### config.mk
export PLATFORM = sky130hd
export DESIGN_NAME = bwlr_ctrl
export DESIGN_NICKNAME = d
export VERILOG_FILES = /design/src/bwlr_pkg.sv /design/src/bwlr_ctrl.sv
export SDC_FILE = /design/constraint.sdc
export NUM_CORES = 1
export LEC_CHECK = 0
export BUFFER_PORTS_ARGS = -buffer_cell sky130_fd_sc_hd__buf_4
export CORE_AREA = 2 2 39 41
export CTS_BUF_LIST = sky130_fd_sc_hd__clkbuf_2
export CTS_CLUSTER_SIZE = 30
export DETAILED_ROUTE_END_ITERATION = 10
export DIE_AREA = 0 0 41 43
export GPL_ROUTABILITY_DRIVEN = 0
export GPL_TIMING_DRIVEN = 0
export MAX_ROUTING_LAYER = met4
export SYNTH_ARGS = -nofsm -noshare
export SYNTH_HDL_FRONTEND = slang
export SYNTH_SLANG_ARGS = --single-unit
### constraint.sdc
create_clock -name aclk -period 1.2 [get_ports aclk]
set_clock_uncertainty 0.1 [all_clocks]
set_input_delay 0.36 -clock aclk [delete_from_list [all_inputs] [get_ports aclk]]
set_output_delay 0.36 -clock aclk [all_outputs]
set_load 0.05 [all_outputs]
### src/bwlr_pkg.sv
package bwlr_pkg;

    localparam int BYTE_W   = 8;
    localparam int BUDGET_W = 20;
    localparam int SUM_W    = 21;
    localparam int LEN_W    = 17;

    typedef enum logic [1:0] {
        ST_IDLE,
        ST_CHECK,
        ST_POP,
        ST_FINISH
    } state_t;

    // controller to datapath
    typedef struct packed {
        logic accept;
        logic pop;
        logic commit;
        logic finish;
    } cmd_t;

    // datapath to controller
    typedef struct packed {
        logic in_last;
        logic pos_full;
        logic sum_over;
        logic last_seen;
        logic out_busy;
    } stat_t;

endpackage

### src/bwlr_ctrl.sv
module bwlr_ctrl
    import bwlr_pkg::*;
(
    input  logic  aclk,
    input  logic  aresetn,
    input  logic  s_valid,
    output logic  s_ready,
    input  stat_t stat,
    output cmd_t  cmd
);

    state_t state_reg;
    state_t state_next;

    always_ff @(posedge aclk) begin
        if (!aresetn) begin
            state_reg <= ST_IDLE;
        end else begin
            state_reg <= state_next;
        end
    end

    always_comb begin
        state_next = state_reg;
        unique case (state_reg)
            ST_IDLE: begin
                if (s_valid && aresetn) begin
                    if (!stat.pos_full) begin
                        state_next = ST_CHECK;
                    end else if (stat.in_last) begin
                        state_next = ST_FINISH;
                    end
                end
            end
            ST_CHECK: begin
                if (stat.sum_over) begin
                    state_next = ST_POP;
                end else if (stat.last_seen) begin
                    state_next = ST_FINISH;
                end else begin
                    state_next = ST_IDLE;
                end
            end
            ST_POP: begin
                state_next = ST_CHECK;
            end
            ST_FINISH: begin
                if (!stat.out_busy) begin
                    state_next = ST_IDLE;
                end
            end
            default: begin
                state_next = ST_IDLE;
            end
        endcase
    end

    always_comb begin
        cmd     = '0;
        s_ready = 1'b0;
        unique case (state_reg)
            ST_IDLE: begin
                s_ready    = aresetn;
                cmd.accept = s_valid && aresetn;
            end
            ST_CHECK: begin
                // shrink while over budget, else record the window
                cmd.commit = !stat.sum_over;
            end
            ST_POP: begin
                cmd.pop = 1'b1;
            end
            ST_FINISH: begin
                // hold until the output register is free
                cmd.finish = !stat.out_busy;
            end
            default: begin
                cmd = '0;
            end
        endcase
    end

endmodule

==> Yosys cells after proc, flatten, opt, wreduce, memory -nomap -nowiden <==
Cells that the tools add are included.
{ "op_classes": {"n_eq_ne": 6, "n_mux": 12, "n_reduce_logical": 5} }
{ "op_table": {"columns": ["op", "count"], "rows": [
  ["2-bit 2-to-1 mux", 6],
  ["2-bit case mux with 4 select lines", 1],
  ["1-bit 2-to-1 mux", 5],
  ["2-bit == test (second input constant)", 2],
  ["2-bit inequality test (second input constant)", 2],
  ["3-bit inequality test (second input constant)", 1],
  ["3-bit AND reduction", 1],
  ["2-bit by 1-bit == test with 1-bit output (second input constant)", 1],
  ["1-bit logical NOT", 2],
  ["2-bit logical NOT", 1],
  ["1-bit logical AND", 1]
]} }
{ "totals": {"register_bits": 2} }

==> Depth between registers and ports, before layout <==
Gate-level depths: netlist of run 1.
{ "depth": {"depth_word": 4, "ltp_mapped": 3} }

==> Worst setup path after synthesis of run 1 <==
Ideal clock, no wire load.
{ "synth_timing": {"path_kind": "register -> output", "start": "register state_reg[1]", "end": "output port cmd[3] in the netlist's numbering", "arrival_ns": 1.606, "t_required_ns": 0.740, "setup_slack_ns": -0.866, "path_stages_with_launch": 3, "path_buffers": 0, "cell_sequence": "dfxtp_1 nor3b_2 and2_1"} }
{ "synth_lines": {"columns": ["item", "line", "source"], "rows": [
  ["start, declared", "bwlr_ctrl.sv:12", "state_t state_reg;"],
  ["start signal, assigned", "bwlr_ctrl.sv:19", "state_reg <= state_next;"],
  ["end, declared", "bwlr_ctrl.sv:9", "output cmd_t cmd"]
]} }

==> impl_metrics.csv, run 1 <==
group,metric,value,unit
outcome,run_status,"finished with violations",
outcome,failed_checks,"negative setup slack",
die,ios,13,
yosys,yosys.area_share.simple,50.4,%
min_path,min_path_type,"in -> reg",
sta,setup_viol,5,
global_routing,top_usage_layer,"met2",
die,design.die.area,1760,um^2
sta,unrepaired_setup_endpoints_after_global_routing,"yes",
cts,deepest_level_of_the_cts_h_tree,1,
die,die_width,41,um
finish,synthToLayoutAreaGrowth,138,%
critical_path,critical_path.slowest_cell,"dfxtp_4",
power_and_ir_drop,static_leak,0.169,nW
sta,slew_headroom,84.5,%
sta,hold_ws,337,ps
yosys,post_synth_mux_area_share,0,%
cts,clock_path_buffers,2,
critical_path,ff2ff_setup_slack,220,ps
yosys,synth-seq-area-share,25.6,%
yosys,synth_top_family_by_area,"simple AND/OR/NAND/NOR gates",
finish,finalInstanceArea,373,um^2
critical_path,worst_path_largest_cell_delay,350,ps
yosys,syn-instance-count,20,
global_routing,grt_first_pass_wirelength,821,um
yosys,synth.top_cells.by_area,"dfxtp_1 26%, a211oi_2 8.0%, nand2b_1 8.0%",
sta,timing.final.max_slew_violations,0,
route,drt-pass1-iter-count,2,
min_path,min_to,"state_reg[0]$_SDFFE_PN0P_",
placed_design,port-buffer-count,12,
critical_path,timing.setup.critical_path_class,"reg -> out",
finish,largest_register_ffs,2,
global_routing,sum_of_overflow_across_all_layers_after_global_routing,0,
die,initial_utilization,11.3,%
finish,antenna_diode_count,0,
yosys,synth_compound_area_share,21.6,%
yosys,synth_fp_nets,28,
finish,n_fill_cell,151,
route,routed_wirelength,501,um
yosys,synth_top_cell_by_area,"dfxtp_1",
placed_design,post_dp_cell_area,288,um^2
route,antenna_violating_nets_post_route,0,
sta,final.setup.worst_slack,-302,ps
global_routing,globalRouteMet3Util,6.28,%
yosys,ys_warn_count,0,
critical_path,crit_path_start_kind,"flip-flop",
sta,min_period,1500,ps
yosys,synth-adder-area-share,0,%
finish,layout.nets,49,
cts,worst_setup_hold_path_clk_slew,30,ps
critical_path,rr_worst_depth,3,
global_routing,grt.met2_usage,10.9,%
critical_path,end_kind,"primary output",
sta,finalHoldViolations,0,
global_routing,globalRouteTotalUtil,7.70,%
placed_design,dp_hpwl,350,um
yosys,synth-seq-cells,2,
yosys,post_synth_xor_area_fraction,0,%
sta,transition_at_the_pin_with_the_smallest_max_transition_slack,230,ps
yosys,synthDominantCellAreaShare,25.6,%
power_and_ir_drop,max-vdd-ir-drop,210,uV
yosys,netlist-cell-type-count,16,
finish,fin_cells,55,
placed_design,placedCellCount,48,
finish,final_layout_size_suffix_gt1_share,71.8,%
route,number_of_design_rule_violations_left_after_detail_routing,0,
critical_path,reg_to_reg_endpoint,"state_reg[1]$_SDFFE_PN0P_",
min_path,hold_path_depth,3,
cts,cts_made_buffers,3,
route,routed-via-count,226,
critical_path,worstPathMaxFanout,3,
die,die_y,43,um
min_path,hold_path.startpoint,"aresetn",
power_and_ir_drop,power-per-cell-area,921,nW/um^2
cts,clock_latency,190,ps
run,drv.max_cap_violation_count,0,
sta,fmax,666,MHz
die,placement_rows,14,
global_routing,grt_max_degree,8,
global_routing,first_global_vias,229,
cts,root_buffer,"clkbuf_2",
critical_path,cp_cell_sequence,"nor3b_4 > and2_4 > buf_8",
yosys,post_synth.cell_area_avg,7.82,um^2
global_routing,met1_usage,6.07,%
critical_path,arrival,1040,ps
yosys,syn_area,156,um^2
cts,cts.sink_count,2,
global_routing,antenna_found_initial,0,
route,vias_per_cell,4.11,
route,detail_route.wl_per_cell,9.11,um
critical_path,r2r_start,"state_reg[0]$_SDFFE_PN0P_",
sta,post-route-period-util,125,%
die,core,1380,um^2
route,detailedRoute.firstIterationViolations,2,
cts,cts_tree,"yes",
critical_path,worst-endpoint-required,740,ps
[cells in the final DEF, fill, tap and decap left out, types with 2 or more instances in the layout]
cell | synthesis | layout
buf_6 | 0 | 2
dfxtp_4 | 0 | 2
clkbuf_2 | 0 | 3
nor2_4 | 0 | 2
buf_4 | 0 | 11
nand2_1 | 2 | 2
buf_8 | 0 | 3
nand2b_1 | 2 | 2
[per-stage QoR]
stage / power, W / setup TNS [ps] / setup slack [ps] / utilization (%)
after floorplan: 0.000160 / -841 / -474 / -
after global placement: 0.000204 / -633 / -222 / 20.8
after detailed placement: 0.000205 / -642 / -225 / 20.8
after CTS: 0.000349 / -1230 / -314 / 26.1
after global routing: 0.000376 / -1660 / -379 / 26.9
final: 0.000343 / -1310 / -302 / 26.9
[power by group]
part           switching [W]  internal (W)
Combinational      0.0000769     0.0000769
Sequential         0.0000100     0.0000731
Clock              0.0000398     0.0000665
[timing repair]
item	in CTS	in global routing
setup buffers	3	1
gates cloned	0	0
pin swaps	2	0
setup endpoints to repair	5	5
gates resized for setup	10	1
hold buffers	0	0
[kinds of logic after synthesis]
kind of cell | count (synthesis)
AND/OR/NAND/NOR | 12
flip-flops | 2
buffers and inverters | 1
AO/OA/AOI/OAI | 5
[cells in the mapped netlist]
cell type	n
and2_1	1
a211oi_2	1
o21ai_0	1
nand2_1	2
nand2b_1	2
nor3b_2	1
nand3b_1	1
a31oi_1	1
nor2_1	2
o21ai_1	1
and2b_2	1
inv_1	1
nor3_2	1
and3_1	1
a21oi_1	1
dfxtp_1	2
[metal layers]
metal | routed length [um] | vias to the layer above
met3 | 49 | 0
met4 | 0 | 0
met5 | 0 | -
met1 | 166 | 107
met2 | 285 | 10
li1 | - | 109
[worst max path at each step]
stage / startpoint / to / slack, ps / cells after the start
5_1_grt: state_reg[1]$_SDFFE_PN0P_ / cmd[3] / -380 / 3
2_1_floorplan: state_reg[0]$_SDFFE_PN0P_ / cmd[3] / -470 / 2
3_3_place_gp: aresetn / cmd[3] / -220 / 4
3_5_place_dp: aresetn / cmd[3] / -220 / 4
6_report: state_reg[1]$_SDFFE_PN0P_ / cmd[3] / -300 / 3
4_1_cts: state_reg[1]$_SDFFE_PN0P_ / cmd[3] / -310 / 3
[layout make-up]
| cell class | instances | area [um^2] | share of cell area (%) |
|---|---|---|---|
| multi-input combinational | 17 | 136 | 36.6 |
| timing repair buffer | 16 | 150 | 40.3 |
| tap | 16 | 20.0 | 5.37 |
| clock buffer | 3 | 15.0 | 4.03 |
| inverter | 1 | 3.75 | 1.01 |
| sequential | 2 | 47.5 | 12.8 |
[worst max-delay path, delay by kind of cell, from the launching register on]
family                 cells  cell delay [ps]
buffers and inverters      1              130
flip-flops                 1              350
AND/OR/NAND/NOR            2              370
Power figures use the tool's default switching activity.
==> inputs of run 2 (changes only) <==
Settings changed: PLACE_DENSITY from default to 0.37.
==> impl_metrics.csv, run 2 (same netlist as run 1, synthesis figures left out) <==
group,metric,value,unit
outcome,run_status,"finished with violations",
outcome,failed_checks,"negative setup slack",
critical_path,timing.setup.critical_path_class,"reg -> out",
route,detailedRoute.firstIterationViolations,3,
critical_path,arrival,1030,ps
cts,cts_made_buffers,3,
die,core,1380,um^2
global_routing,globalRouteTotalUtil,7.39,%
die,die_y,43,um
cts,cts.sink_count,2,
min_path,min_path_type,"in -> reg",
finish,layout.nets,50,
finish,finalInstanceArea,392,um^2
route,routed-via-count,208,
finish,synthToLayoutAreaGrowth,150,%
critical_path,crit_path_start_kind,"flip-flop",
route,antenna_violating_nets_post_route,0,
cts,cts_tree,"yes",
power_and_ir_drop,max-vdd-ir-drop,234,uV
sta,min_period,1490,ps
finish,most-common-layout-cells,"11 x buf_4, 3 x clkbuf_2, 3 x buf_6, 3 x buf_8",
route,routed_wirelength,498,um
die,initial_utilization,11.3,%
sta,unrepaired_setup_endpoints_after_global_routing,"yes",
critical_path,critical_path.slowest_cell,"dfxtp_4",
cts,root_buffer,"clkbuf_2",
global_routing,grt_first_pass_wirelength,855,um
sta,final.setup.worst_slack,-294,ps
cts,clock_path_buffers,2,
die,design.die.area,1760,um^2
finish,antenna_diode_count,0,
finish,largest_register_ffs,2,
critical_path,end_kind,"primary output",
sta,transition_at_the_pin_with_the_smallest_max_transition_slack,246,ps
placed_design,place_ws,-239,ps
global_routing,antenna_found_initial,0,
global_routing,globalRouteMet3Util,1.57,%
critical_path,worst_path_largest_cell_delay,360,ps
sta,slew_headroom,83.4,%
critical_path,worst-endpoint-required,740,ps
critical_path,cp_cell_sequence,"nor3b_4 > and2_4 > buf_8",
die,ios,13,
global_routing,sum_of_overflow_across_all_layers_after_global_routing,0,
sta,hold_ws,348,ps
global_routing,top_usage_layer,"met2",
route,number_of_design_rule_violations_left_after_detail_routing,0,
route,detail_route.wl_per_cell,8.89,um
finish,final_layout_size_suffix_gt1_share,75.0,%
critical_path,worstPathMaxFanout,6,
sta,setup_viol,5,
sta,finalHoldViolations,0,
placed_design,post_dp_cell_area,288,um^2
placed_design,port-buffer-count,12,
route,drt-pass1-iter-count,2,
global_routing,met1_usage,6.39,%
sta,timing.final.max_slew_violations,0,
global_routing,grt_max_degree,7,
critical_path,ff2ff_setup_slack,130,ps
run,drv.max_cap_violation_count,0,
sta,post-route-period-util,125,%
sta,fmax,669,MHz
finish,mostFrequentLayoutCell,"buf_4",
cts,deepest_level_of_the_cts_h_tree,1,
finish,n_fill_cell,159,
power_and_ir_drop,static_leak,0.181,nW
cts,clock_latency,190,ps
cts,number_of_hold_buffers_added_after_cts,0,
cts,worst_setup_hold_path_clk_slew,30,ps
global_routing,first_global_vias,233,
power_and_ir_drop,power-per-cell-area,894,nW/um^2
global_routing,grt.met2_usage,13.4,%
route,vias_per_cell,3.71,
die,die_width,41,um
die,placement_rows,14,
## run 2: metal layers
| layer | vias up | part of all wire [%] |
|---|---|---|
| met4 | 0 | 0 |
| met3 | 0 | 4.2 |
| li1 | 110 | - |
| met1 | 94 | 29 |
| met5 | - | 0 |
| met2 | 4 | 67 |
## run 2: critical path: cells and delay by family (launching register included)
| kind | cells | cell delay (ps) |
|---|---|---|
| DFF | 1 | 360 |
| and+or+nand+nor | 2 | 350 |
| buffers and inverters | 1 | 140 |
## run 2: per-stage QoR
| stage | util, % | power [W] | setup TNS, ps | std cells |
|---|---|---|---|---|
| floorplan | - | 0.000160 | -841 | 20 |
| global placement | 20.8 | 0.000205 | -650 | 48 |
| detailed placement | 20.8 | 0.000206 | -698 | 48 |
| CTS | 28.8 | 0.000365 | -1400 | 57 |
| global route | 28.3 | 0.000378 | -1490 | 56 |
| finish | 28.3 | 0.000350 | -1220 | 56 |
## run 2: layout make-up
| class | instances | area, um^2 | share of cell area, % |
|---|---|---|---|
| Sequential cell | 2 | 47.5 | 12.1 |
| Tap cell | 16 | 20.0 | 5.11 |
| Multi-Input combinational cell | 17 | 144 | 36.7 |
| Clock buffer | 3 | 15.0 | 3.83 |
| Timing Repair Buffer | 17 | 161 | 41.2 |
| Inverter | 1 | 3.75 | 0.958 |
## run 2: worst paths after layout
check | startpoint | to | cells past startpoint
setup reg to reg | state_reg[1]$_SDFFE_PN0P_ | state_reg[1]$_SDFFE_PN0P_ | 4
hold reg to reg | state_reg[0]$_SDFFE_PN0P_ | state_reg[1]$_SDFFE_PN0P_ | 3
setup / recovery | state_reg[0]$_SDFFE_PN0P_ | cmd[3] | 3
hold / removal | aresetn | state_reg[0]$_SDFFE_PN0P_ | 3
## run 2: timing repair
item,in CTS,in global routing
buffers inserted,6,0
resized for setup,13,1
gates cloned,0,0
pin swaps,3,1
setup endpoints to repair,5,6
## run 2: report_power, final
| group | internal, W | leakage (nW) | switching (W) |
|---|---|---|---|
| logic | 0.0000849 | 0.151 | 0.0000784 |
| registers | 0.0000733 | 0.0178 | 0.0000120 |
| clock network | 0.0000663 | 0.0125 | 0.0000351 |
